File: src/rtl/cdeq_pkg.sv
// shared types, constants and helper functions for the circular deque
`timescale 1ns / 1ps

package cdeq_pkg;

    // queue geometry
    localparam int DEPTH      = 16;
    localparam int DATA_WIDTH = 32;
    localparam int PTR_W      = (DEPTH > 1) ? $clog2(DEPTH) : 1;
    localparam int FILL_W     = $clog2(DEPTH + 1);

    // request and result field widths
    localparam int OP_W    = 3;
    localparam int VALUE_W = 32;
    localparam int POS_W   = 6;
    localparam int DOUT_W  = 32;
    localparam int COUNT_W = 7;
    localparam int STAT_W  = 2;

    // packed bus layout, lowest field first, padded to bytes
    localparam int OP_LSB     = 0;
    localparam int VALUE_LSB  = OP_LSB + OP_W;
    localparam int POS_LSB    = VALUE_LSB + VALUE_W;
    localparam int S_FIELDS_W = POS_LSB + POS_W;
    localparam int S_TDATA_W  = ((S_FIELDS_W + 7) / 8) * 8;
    localparam int M_FIELDS_W = DOUT_W + COUNT_W;
    localparam int M_TDATA_W  = ((M_FIELDS_W + 7) / 8) * 8;

    // width for the front offset sum before wrap
    localparam int SUM_W = ((PTR_W > POS_W) ? PTR_W : POS_W) + 1;
    // width for position against fill compare
    localparam int CMP_W = (FILL_W > POS_W) ? FILL_W : POS_W;

    // operation codes
    typedef enum logic [OP_W-1:0] {
        OP_PUSH_BACK  = 3'd0,
        OP_PUSH_FRONT = 3'd1,
        OP_POP_BACK   = 3'd2,
        OP_POP_FRONT  = 3'd3,
        OP_CLEAR      = 3'd4,
        OP_GET        = 3'd5,
        OP_DUMP       = 3'd6,
        OP_SIZE       = 3'd7
    } op_t;

    // result status codes
    typedef enum logic [STAT_W-1:0] {
        STAT_OK    = 2'd0,
        STAT_FULL  = 2'd1,
        STAT_EMPTY = 2'd2,
        STAT_RANGE = 2'd3
    } status_t;

    // one result
    typedef struct packed {
        logic [DOUT_W-1:0]  data;
        logic [COUNT_W-1:0] count;
        status_t            status;
        logic               last;
    } res_t;

    // result handed from the sequencer to the output queue
    typedef struct packed {
        logic valid;
        res_t res;
    } res_push_t;

    // output queue state seen by the sequencer
    typedef struct packed {
        logic [1:0] level;
        logic       pop;
    } oq_stat_t;

    // store access
    typedef struct packed {
        logic                  we;
        logic [PTR_W-1:0]      waddr;
        logic [DATA_WIDTH-1:0] wdata;
        logic                  re;
        logic [PTR_W-1:0]      raddr;
    } mem_req_t;

    // sign-extend the request value then keep the stored width
    function automatic logic [DATA_WIDTH-1:0] to_store(input logic [VALUE_W-1:0] v);
        logic signed [63:0] ext;
        ext = 64'(signed'(v));
        return ext[DATA_WIDTH-1:0];
    endfunction

    // sign-extend a stored element to the result data field
    function automatic logic [DOUT_W-1:0] to_out(input logic [DATA_WIDTH-1:0] d);
        logic signed [63:0] ext;
        ext = 64'(signed'(d));
        return ext[DOUT_W-1:0];
    endfunction

    // circular pointer step forward
    function automatic logic [PTR_W-1:0] ptr_inc(input logic [PTR_W-1:0] p);
        return (p == PTR_W'(DEPTH - 1)) ? '0 : p + PTR_W'(1);
    endfunction

    // circular pointer step back
    function automatic logic [PTR_W-1:0] ptr_dec(input logic [PTR_W-1:0] p);
        return (p == '0) ? PTR_W'(DEPTH - 1) : p - PTR_W'(1);
    endfunction

endpackage

File: src/rtl/cdeq_store.sv
// element store: one write port, one read port with registered data
`timescale 1ns / 1ps

module cdeq_store (
    input  logic                           aclk,
    input  cdeq_pkg::mem_req_t             req,
    output logic [cdeq_pkg::DATA_WIDTH-1:0] rdata
);
    import cdeq_pkg::*;

    logic [DATA_WIDTH-1:0] mem [DEPTH];
    logic [DATA_WIDTH-1:0] rdata_reg;

    // write port
    always_ff @(posedge aclk) begin
        if (req.we) begin
            mem[req.waddr] <= req.wdata;
        end
    end

    // read port, data registered on a read enable
    always_ff @(posedge aclk) begin
        if (req.re) begin
            rdata_reg <= mem[req.raddr];
        end
    end

    assign rdata = rdata_reg;

endmodule

File: src/rtl/cdeq_ctrl.sv
// request sequencer: pointers, fill count, store accesses and dump walk
`timescale 1ns / 1ps

module cdeq_ctrl (
    input  logic                            aclk,
    input  logic                            aresetn,
    input  logic                            s_tvalid,
    output logic                            s_tready,
    input  logic [cdeq_pkg::S_TDATA_W-1:0]  s_tdata,
    input  cdeq_pkg::oq_stat_t              oq_stat,
    output cdeq_pkg::res_push_t             res_push,
    output cdeq_pkg::mem_req_t              mem_req,
    input  logic [cdeq_pkg::DATA_WIDTH-1:0] rdata
);
    import cdeq_pkg::*;

    typedef enum logic [1:0] {
        S_IDLE = 2'b01,
        S_DUMP = 2'b10
    } state_t;

    state_t             state_reg, state_next;
    logic [PTR_W-1:0]   head_reg, head_next;
    logic [PTR_W-1:0]   tail_reg, tail_next;
    logic [FILL_W-1:0]  fill_reg, fill_next;
    logic [PTR_W-1:0]   walk_reg, walk_next;
    logic [FILL_W-1:0]  left_reg, left_next;
    logic               rd_pend_reg, rd_pend_next;
    logic               rd_last_reg, rd_last_next;

    op_t                op;
    logic [VALUE_W-1:0] value;
    logic [POS_W-1:0]   position;
    logic               accept;
    logic               full;
    logic               empty;
    logic               in_range;
    logic [SUM_W-1:0]   sum;
    logic [PTR_W-1:0]   get_addr;
    logic               room;
    logic               imm_valid;
    status_t            imm_status;

    // request fields
    assign op       = op_t'(s_tdata[OP_LSB +: OP_W]);
    assign value    = s_tdata[VALUE_LSB +: VALUE_W];
    assign position = s_tdata[POS_LSB +: POS_W];

    assign full  = (fill_reg == FILL_W'(DEPTH));
    assign empty = (fill_reg == '0);

    // one request at a time, and only with a free output slot
    assign s_tready = (state_reg == S_IDLE) && !rd_pend_reg && (oq_stat.level < 2'd2);
    assign accept   = s_tvalid && s_tready;

    // front offset to store address, wraps at most once
    assign in_range = CMP_W'(position) < CMP_W'(fill_reg);
    assign sum      = SUM_W'(head_reg) + SUM_W'(position);
    assign get_addr = (sum >= SUM_W'(DEPTH)) ? PTR_W'(sum - SUM_W'(DEPTH)) : PTR_W'(sum);

    // a dump read may issue if its data will find a free slot next cycle
    assign room = (3'(oq_stat.level) + 3'(rd_pend_reg)) < (3'd2 + 3'(oq_stat.pop));

    // next state and store access
    always_comb begin
        state_next   = state_reg;
        head_next    = head_reg;
        tail_next    = tail_reg;
        fill_next    = fill_reg;
        walk_next    = walk_reg;
        left_next    = left_reg;
        rd_pend_next = 1'b0;
        rd_last_next = rd_last_reg;
        imm_valid    = 1'b0;
        imm_status   = STAT_OK;
        mem_req      = '0;
        mem_req.wdata = to_store(value);

        unique case (state_reg)
            S_IDLE: begin
                if (accept) begin
                    imm_valid = 1'b1;
                    unique case (op)
                        OP_PUSH_BACK: begin
                            if (full) begin
                                imm_status = STAT_FULL;
                            end else begin
                                mem_req.we    = 1'b1;
                                mem_req.waddr = tail_reg;
                                tail_next     = ptr_inc(tail_reg);
                                fill_next     = fill_reg + FILL_W'(1);
                            end
                        end
                        OP_PUSH_FRONT: begin
                            if (full) begin
                                imm_status = STAT_FULL;
                            end else begin
                                mem_req.we    = 1'b1;
                                mem_req.waddr = ptr_dec(head_reg);
                                head_next     = ptr_dec(head_reg);
                                fill_next     = fill_reg + FILL_W'(1);
                            end
                        end
                        OP_POP_BACK: begin
                            if (empty) begin
                                imm_status = STAT_EMPTY;
                            end else begin
                                tail_next = ptr_dec(tail_reg);
                                fill_next = fill_reg - FILL_W'(1);
                            end
                        end
                        OP_POP_FRONT: begin
                            if (empty) begin
                                imm_status = STAT_EMPTY;
                            end else begin
                                head_next = ptr_inc(head_reg);
                                fill_next = fill_reg - FILL_W'(1);
                            end
                        end
                        OP_CLEAR: begin
                            head_next = '0;
                            tail_next = '0;
                            fill_next = '0;
                        end
                        OP_GET: begin
                            if (!in_range) begin
                                imm_status = STAT_RANGE;
                            end else begin
                                imm_valid     = 1'b0;
                                mem_req.re    = 1'b1;
                                mem_req.raddr = get_addr;
                                rd_pend_next  = 1'b1;
                                rd_last_next  = 1'b1;
                            end
                        end
                        OP_DUMP: begin
                            if (empty) begin
                                imm_status = STAT_EMPTY;
                            end else begin
                                imm_valid  = 1'b0;
                                walk_next  = head_reg;
                                left_next  = fill_reg;
                                state_next = S_DUMP;
                            end
                        end
                        OP_SIZE: begin
                            imm_status = STAT_OK;
                        end
                        default: begin
                            imm_status = STAT_OK;
                        end
                    endcase
                end
            end
            S_DUMP: begin
                // one element read per cycle while the output keeps up
                if (room) begin
                    mem_req.re    = 1'b1;
                    mem_req.raddr = walk_reg;
                    walk_next     = ptr_inc(walk_reg);
                    left_next     = left_reg - FILL_W'(1);
                    rd_pend_next  = 1'b1;
                    rd_last_next  = (left_reg == FILL_W'(1));
                    if (left_reg == FILL_W'(1)) begin
                        state_next = S_IDLE;
                    end
                end
            end
            default: begin
                state_next = S_IDLE;
            end
        endcase
    end

    // result: read data when it lands, otherwise the immediate answer
    always_comb begin
        res_push = '0;
        if (rd_pend_reg) begin
            res_push.valid      = 1'b1;
            res_push.res.data   = to_out(rdata);
            res_push.res.count  = COUNT_W'(fill_reg);
            res_push.res.status = STAT_OK;
            res_push.res.last   = rd_last_reg;
        end else if (imm_valid) begin
            res_push.valid      = 1'b1;
            res_push.res.data   = '0;
            res_push.res.count  = COUNT_W'(fill_next);
            res_push.res.status = imm_status;
            res_push.res.last   = 1'b1;
        end
    end

    // control registers
    always_ff @(posedge aclk) begin
        if (!aresetn) begin
            state_reg   <= S_IDLE;
            head_reg    <= '0;
            tail_reg    <= '0;
            fill_reg    <= '0;
            left_reg    <= '0;
            rd_pend_reg <= 1'b0;
        end else begin
            state_reg   <= state_next;
            head_reg    <= head_next;
            tail_reg    <= tail_next;
            fill_reg    <= fill_next;
            left_reg    <= left_next;
            rd_pend_reg <= rd_pend_next;
        end
    end

    // walk pointer and last flag
    always_ff @(posedge aclk) begin
        walk_reg    <= walk_next;
        rd_last_reg <= rd_last_next;
    end

endmodule

File: src/rtl/circular_double_ended_queue.sv
// top level of the circular deque: sequencer, store and two-entry output queue
`timescale 1ns / 1ps

// channel | dir | tdata (low bit up)                        | tuser  | tlast
// s_      | in  | op[2:0] value[34:3] position[40:35], pad    | -      | -
// m_      | out | data[31:0] count[38:32], pad               | status | last
//
// push, pop, clear, size and an out-of-range get are answered directly, with no store read.
// an in-range get does one store read, and its result carries the registered read data.
// a dump reads one stored element per cycle through the single store read port while the output keeps up.
// a two-entry output queue lets the next request in while a result waits.
// reset is taken on the clock edge and clears pointers and fill count; store contents are kept as they are.
module circular_double_ended_queue (
    input  logic                           aclk,
    input  logic                           aresetn,
    input  logic                           s_tvalid,
    output logic                           s_tready,
    input  logic [cdeq_pkg::S_TDATA_W-1:0] s_tdata,  // op, value, position
    output logic                           m_tvalid,
    input  logic                           m_tready,
    output logic [cdeq_pkg::M_TDATA_W-1:0] m_tdata,  // data, count
    output logic [cdeq_pkg::STAT_W-1:0]    m_tuser,  // status
    output logic                           m_tlast
);
    import cdeq_pkg::*;

    res_push_t             res_push;
    oq_stat_t              oq_stat;
    mem_req_t              mem_req;
    logic [DATA_WIDTH-1:0] rdata;

    res_t                  oq_mem [2];
    logic                  wr_ptr_reg;
    logic                  rd_ptr_reg;
    logic [1:0]            level_reg;
    logic                  pop;
    res_t                  head_res;

    cdeq_ctrl u_ctrl (
        .aclk     (aclk),
        .aresetn  (aresetn),
        .s_tvalid (s_tvalid),
        .s_tready (s_tready),
        .s_tdata  (s_tdata),
        .oq_stat  (oq_stat),
        .res_push (res_push),
        .mem_req  (mem_req),
        .rdata    (rdata)
    );

    cdeq_store u_store (
        .aclk  (aclk),
        .req   (mem_req),
        .rdata (rdata)
    );

    // output queue status
    assign pop           = m_tvalid && m_tready;
    assign oq_stat.level = level_reg;
    assign oq_stat.pop   = pop;

    // output queue payload
    always_ff @(posedge aclk) begin
        if (res_push.valid) begin
            oq_mem[wr_ptr_reg] <= res_push.res;
        end
    end

    // output queue pointers and level
    always_ff @(posedge aclk) begin
        if (!aresetn) begin
            wr_ptr_reg <= 1'b0;
            rd_ptr_reg <= 1'b0;
            level_reg  <= '0;
        end else begin
            if (res_push.valid) begin
                wr_ptr_reg <= ~wr_ptr_reg;
            end
            if (pop) begin
                rd_ptr_reg <= ~rd_ptr_reg;
            end
            level_reg <= level_reg + 2'(res_push.valid) - 2'(pop);
        end
    end

    // result channel
    assign head_res = oq_mem[rd_ptr_reg];
    assign m_tvalid = (level_reg != '0);
    assign m_tdata  = M_TDATA_W'({head_res.count, head_res.data});
    assign m_tuser  = head_res.status;
    assign m_tlast  = head_res.last;

endmodule
File: config.mk
export PLATFORM = sky130hd
export DESIGN_NAME = circular_double_ended_queue
export DESIGN_NICKNAME = d
export VERILOG_FILES = /design/src/rtl/cdeq_pkg.sv /design/src/rtl/cdeq_store.sv /design/src/rtl/cdeq_ctrl.sv /design/src/rtl/circular_double_ended_queue.sv
export SDC_FILE = /design/constraint.sdc
export NUM_CORES = 1
export LEC_CHECK = 0
export ABC_AREA = 1
export CAP_MARGIN = 20
export CORE_MARGIN = 5
export CORE_UTILIZATION = 50
export CTS_BUF_LIST = sky130_fd_sc_hd__clkbuf_4 sky130_fd_sc_hd__clkbuf_8 sky130_fd_sc_hd__clkbuf_16
export DETAILED_ROUTE_END_ITERATION = 8
export DONT_BUFFER_PORTS = 1
export HOLD_SLACK_MARGIN = 0.15
export PLACE_DENSITY = 0.7
export SKIP_LAST_GASP = 1
export SLEW_MARGIN = 10
export SYNTH_ARGS = -nofsm -noshare
export SYNTH_HDL_FRONTEND = slang
export SYNTH_SLANG_ARGS = --single-unit
File: constraint.sdc
create_clock -name aclk -period 7.9 [get_ports aclk]
set_input_delay 0.395 -clock aclk [delete_from_list [all_inputs] [get_ports aclk]]
set_output_delay 0.395 -clock aclk [all_outputs]
set_load 0.05 [all_outputs]
==> results.json, run 1 <==
{
  "ys.flop_type": "edfxtp_1",
  "r2r-end": "u_store.rdata[9]",
  "vdd_drop_max_v": 0.000473,
  "largest_register_ffs": 512,
  "worst_setup_path_start_kind": "flop",
  "synth-seq-area-share_pct": 66.4,
  "synth_area_leaders": "edfxtp_1 65%, nand3_1 12%, inv_1 6.5%",
  "fmax_ghz": 0.214,
  "dp_hpwl_mm": 37.3,
  "reg2reg_from": "u_ctrl.rd_pend_reg",
  "cts_tree": "done",
  "pwr_density_cell_mw_per_mm2": 278,
  "seq_area_mm2": 0.0194,
  "cp_max_fo": 42,
  "yosysMostFrequentCell": "nand3_1",
  "clk_latency_ns": 0.60,
  "period_share_pct": 59.3,
  "syn_to_final_growth_pct": 11.4,
  "drive_gt1_share_pct": 8.16,
  "setup_violations": 0,
  "place_area_mm2": 0.0300,
  "core_area_mm2": 0.0578,
  "synth-edff-count": 629,
  "n_fill_cell": 4655,
  "r2r_slack_ns": 3.22,
  "grt_pass1_vias": 19157,
  "holdPathEnd": "u_ctrl.head_reg[0]",
  "postCtsSetupRepairBufs": 0,
  "syn-instance-count": 2680,
  "dieArea_mm2": 0.0634,
  "start_util_pct": 50.5,
  "die_x_um": 252,
  "pin_count": 97,
  "rows": 88,
  "h-tree-depth": 3,
  "grt_use_total_pct": 22.1,
  "ff2ff_path_depth": 12,
  "tightest_slew_ns": 1.09,
  "grt_pass1_wl_mm": 109,
  "wirelength_mm": 71.2,
  "antenna_found_initial": 2,
  "clock-root-buffer": "clkbuf_16",
  "outcome": "complete, no violations",
  "rsz0062_at_grt": "no",
  "gr-total-overflow": 0,
  "path_clk_slew_ns": 0.06,
  "drv_cap": 0,
  "tns_ns": 0,
  "slew_viol_final": 0,
  "synth_largest_area_cell": "edfxtp_1",
  "slew_headroom_pct": 27.6,
  "nNetsFinal": 2746,
  "holdPathStages": 3,
  "hold_slack_ns": 0.224,
  "async_flop_share_pct": 0,
  "leakagePower_nw": 13.1,
  "holdCritStartpoint": "s_tdata[2]",
  "place_inst": 3328,
  "cts-buffers-inserted": 70,
  "die_h_um": 252,
  "multi_input_area_mm2": 0.00738,
  "drtIter0Drc": 2082,
  "synth.cell_area_mm2": 0.0292,
  "drc": 0,
  "fin_crit_ns": 4.68,
  "hold_class": "in2reg",
  "finalClockSkew_ns": 0.0224,
  "drt_pass1_iterations": 5,
  "power_w": 0.00904,
  "crit_arrival_ns": 5.09,
  "via_per_inst": 5.60,
  "yosysWarnings": 0,
  "required_ns": 8.31,
  "drtAntennaViolNets": 0,
  "syn_avg_cell_area_um2": 10.9,
  "worstSetupEndpointType": "flop",
  "gp_congestion": 0.844,
  "clockBufferDepth": 3,
  "clkSinkCount": 655,
  "fin_cells": 3490,
  "netlist-cell-type-count": 44,
  "cp-startpoint": "u_ctrl.rd_pend_reg",
  "synth_commonest_cells": "688 x nand3_1, 629 x edfxtp_1, 509 x inv_1",
  "grt_max_degree": 210,
  "final_area_mm2": 0.0325,
  "ys_seq_elements": 655,
  "vias": 19560,
  "crit_type": "reg2reg",
  "yosysTopAreaCellShare_pct": 64.7,
  "wl_per_cell_um": 20.4,
  "hold_viol": 0,
  "io_buffer_count": 0
}
report_power, final:
group | leakage (nW) | switching (W) | internal, W | total (W)
Sequential | 5.92 | 0.000107 | 0.00403 | 0.00414
Clock | 1.10 | 0.00128 | 0.00184 | 0.00312
Combinational | 6.04 | 0.00141 | 0.000376 | 0.00178
Total | 13.1 | 0.00279 | 0.00625 | 0.00904
area by class of cell:
class,count,area share [%]
diodes,3,0.0231
clock buffers,92,6.00
clock inverters,31,0.711
inverters,515,5.98
multi-input cells,1360,22.7
flip-flops and latches,655,59.7
well taps,765,2.94
repair buffers,69,1.98
logic make-up (layout without fill, tap and decap cells):
logic type | count (synthesis) | in the layout | synth area share [%]
simple gates | 1185 | 1185 | 19.7
buf+inv | 667 | 707 | 9.02
flops | 655 | 655 | 66.4
compound gates | 96 | 96 | 1.85
mux | 41 | 41 | 1.58
fa+ha+maj | 23 | 23 | 1.01
xor+xnor | 12 | 12 | 0.360
other cells | 1 | 6 | 0.0128
placed cells by master, fill, tap and decap left out, types with 12 or more instances in the layout:
cell	instances
nor2_1	30
nand3_1	688
buf_4	31
o22ai_1	12
a21oi_1	31
ha_1	22
nor2_4	19
clkinv_1	17
o21ai_0	34
clkbuf_16	72
clkbuf_4	20
nand2_1	326
dfxtp_1	24
inv_1	509
mux2_2	40
edfxtp_1	629
dlygate4sd3_1	34
nand3b_1	100
worst max-delay path by stage:
| stage | cells past startpoint | end | slack [ns] |
|---|---|---|---|
| after CTS | 11 | u_store.rdata[22] | 3.16 |
| after global placement | 11 | u_store.rdata[11] | 3.28 |
| after floorplan | 11 | oq_mem[1][0] | 4.23 |
| after detailed placement | 11 | u_store.rdata[22] | 3.18 |
| final | 12 | u_store.rdata[9] | 3.22 |
| after global routing | 12 | u_store.rdata[9] | 3.05 |
through the flow:
| step | setup WS [ns] | util [%] |
|---|---|---|
| after detailed placement | 3.18 | 51.8 |
| after global placement | 3.28 | 51.8 |
| after global routing | 3.05 | 56.3 |
| final | 3.22 | 56.3 |
| after CTS | 3.16 | 56.2 |
| after floorplan | 4.23 | - |
critical path: stages (launching register included):
cell	delay, ns
dfxtp_2	0.89
ha_1	0.38
nand3b_1	0.16
nand2_1	0.13
nand2_1	0.08
nor2_1	0.17
nand2_1	0.12
a21oi_4	0.58
clkinv_2	0.96
buf_4	0.59
nand3_1	0.14
nand3_1	0.07
nand2_1	0.21
what timing repair did:
action,4_1_cts,5_1_grt
hold buffers,34,0
resized for setup,0,0
endpoints found under the hold margin,537,0
metal layers:
| layer | vias to the layer above | part of all wire [%] | GRT usage [%] |
|---|---|---|---|
| li1 | 9080 | - | - |
| met1 | 9427 | 41 | 29.6 |
| met2 | 894 | 48 | 36.7 |
| met3 | 159 | 8.1 | 3.81 |
| met4 | 0 | 2.8 | 7.95 |
| met5 | - | 0 | 0 |
Note: power is estimated with default switching activity, not from simulation.
==> inputs of run 2 (changes only) <==
--- a/config.mk
+++ b/config.mk
@@ -13,7 +13,7 @@
 export DETAILED_ROUTE_END_ITERATION = 8
 export DONT_BUFFER_PORTS = 1
 export HOLD_SLACK_MARGIN = 0.15
-export PLACE_DENSITY = 0.7
+export PLACE_DENSITY = 0.73
 export SKIP_LAST_GASP = 1
 export SLEW_MARGIN = 10
 export SYNTH_ARGS = -nofsm -noshare
==> constraint.sdc (replaced) <==
create_clock -name aclk -period 4.3 [get_ports aclk]
set_input_delay 0.215 -clock aclk [delete_from_list [all_inputs] [get_ports aclk]]
set_output_delay 0.215 -clock aclk [all_outputs]
set_load 0.05 [all_outputs]
==> results.json, run 2 (synthesized netlist as in run 1, its figures left out) <==
{
  "postCtsSetupRepairBufs": 0,
  "drc": 0,
  "drt_pass1_iterations": 8,
  "rsz0062_at_grt": "no",
  "seq_power_share_pct": 45.5,
  "final_common_cell": "nand3_1",
  "grt_use_total_pct": 22.0,
  "fin_ws_ns": 0.836,
  "required_ns": 4.63,
  "slowest_delay_ns": 0.60,
  "outcome": "complete, no violations",
  "final_cell_mix": "688 x nand3_1, 629 x edfxtp_1, 509 x inv_1",
  "via_per_inst": 5.67,
  "pin_count": 97,
  "swShare_pct": 30.8,
  "syn_to_final_growth_pct": 12.5,
  "tns_ns": 0,
  "worstSetupEndpointType": "flop",
  "grt_pass1_vias": 19529,
  "cts_resized": 0,
  "clkSinkCount": 655,
  "core_area_mm2": 0.0578,
  "place_ws_ns": 0.860,
  "fin_crit_ns": 3.46,
  "rows": 88,
  "power_w": 0.0167,
  "path_clk_slew_ns": 0.06,
  "start_util_pct": 50.5,
  "critPathMostFrequentCell": "nand2_1",
  "cp_slowest_cell": "buf_4",
  "postCtsHoldBufs": 38,
  "path_buf_inv": 3,
  "power.switching_w": 0.00515,
  "crit_arrival_ns": 3.79,
  "clock-root-buffer": "clkbuf_16",
  "antenna_found_initial": 8,
  "path_cells": "inv_1 -> ha_1 -> nand2_1 -> nor3_1 -> nand2_1 -> nand3_2 -> or2_1 -> a21oi_4 -> inv_2 -> buf_4 -> nand3_1 -> nand3_1 -> nand2_1",
  "crit_type": "reg2reg",
  "fmax_ghz": 0.289,
  "ff2ff_path_depth": 13,
  "pwr_density_cell_mw_per_mm2": 509,
  "drtAntennaViolNets": 0,
  "intPower_w": 0.0116,
  "cts-buffers-inserted": 68,
  "hold_class": "in2reg",
  "finalClockSkew_ns": 0.0217,
  "cts_tree": "done",
  "gr-total-overflow": 0,
  "wirelength_mm": 71.3,
  "gp_congestion": 0.884,
  "setup_violations": 0,
  "r2r_slack_ns": 0.84,
  "nNetsFinal": 2761,
  "cp-startpoint": "u_ctrl.fill_reg[3]",
  "h-tree-depth": 3,
  "pwr-share-comb_pct": 19.8,
  "drive_gt1_share_pct": 8.63,
  "largest_register_ffs": 512,
  "clk_latency_ns": 0.60,
  "cp_max_fo": 34,
  "io_buffer_count": 0,
  "crit_family": "buffers and inverters",
  "period_share_pct": 80.5,
  "slew_headroom_pct": 34.3,
  "wl_per_cell_um": 20.3,
  "grt_max_degree": 145,
  "worst_setup_path_start_kind": "flop",
  "dp_hpwl_mm": 39.1,
  "clockPowerShare_pct": 34.7,
  "hold_viol": 0,
  "drv_cap": 0,
  "die_h_um": 252,
  "crit_end": "u_store.rdata[4]",
  "vdd_drop_max_v": 0.000515,
  "r2r-end": "u_store.rdata[4]",
  "grt_pass1_wl_mm": 109,
  "drtIter0Drc": 2086,
  "n_fill_cell": 4592,
  "cp.depth": 13,
  "tightest_slew_ns": 0.986,
  "reg2reg_from": "u_ctrl.fill_reg[3]",
  "slew_viol_final": 0,
  "vias": 19862,
  "die_x_um": 252,
  "clockBufferDepth": 3,
  "hold_slack_ns": 0.181,
  "dieArea_mm2": 0.0634,
  "leakagePower_nw": 13.2
}
[run 2: through the flow]
step	util, %	cell area, um^2	cells
CTS	56.8	32800	3501
detailed placement	52.3	30200	3343
floorplan	-	29200	2682
global placement	52.3	30200	3343
global route	56.8	32800	3505
finish	56.8	32800	3506
[run 2: worst min path at each step]
stage	start	end	slack [ns]	cells past startpoint
floorplan	s_tdata[3]	u_store.mem[0][0]	0.31	0
global placement	aresetn	u_ctrl.state_reg[0]	0.29	1
detailed placement	aresetn	u_ctrl.state_reg[0]	0.30	1
CTS	s_tdata[40]	oq_mem[0][1]	0.15	5
global route	s_tvalid	oq_mem[1][1]	0.21	4
finish	s_tdata[40]	oq_mem[0][1]	0.18	5
[run 2: final cells by class]
| cell class | count | area [um^2] | share of cell area, % |
|---|---|---|---|
| Timing Repair Buffer | 86 | 928 | 2.83 |
| Clock buffer | 88 | 1910 | 5.82 |
| Multi-Input combinational cell | 1360 | 7380 | 22.5 |
| Tap cell | 765 | 957 | 2.91 |
| Clock inverter | 32 | 309 | 0.941 |
| Antenna cell | 5 | 12.5 | 0.0381 |
| Inverter | 515 | 1940 | 5.92 |
| Sequential cell | 655 | 19400 | 59.1 |
[run 2: worst min-delay path: stages]
cell and delay [ns]:
nor3_1 0.03, nand2_1 0.14, nand2_1 0.09, nand2_1 0.06, a21oi_1 0.07
[run 2: power by group through the flow]
stage / logic (W) / clock network [W] / registers [W]
global route: 0.00353 / 0.00616 / 0.00763
detailed placement: 0.00317 / 0 / 0.00774
global placement: 0.00309 / 0 / 0.00771
finish: 0.00331 / 0.00581 / 0.00760
CTS: 0.00328 / 0.00590 / 0.00760
floorplan: 0.00245 / 0 / 0.00765
[run 2: metal layers]
metal  global-route usage (%)  up-vias  share of wire [%]  routed length (um)
met4                     8.90        4                3.5                2530
met5                        0        -              0.039                  28
met1                     27.9     9562                 38               27400
met3                     4.21      212                9.0                6430
met2                     37.5      985                 49               35000
li1                         -     9099                  -                   -
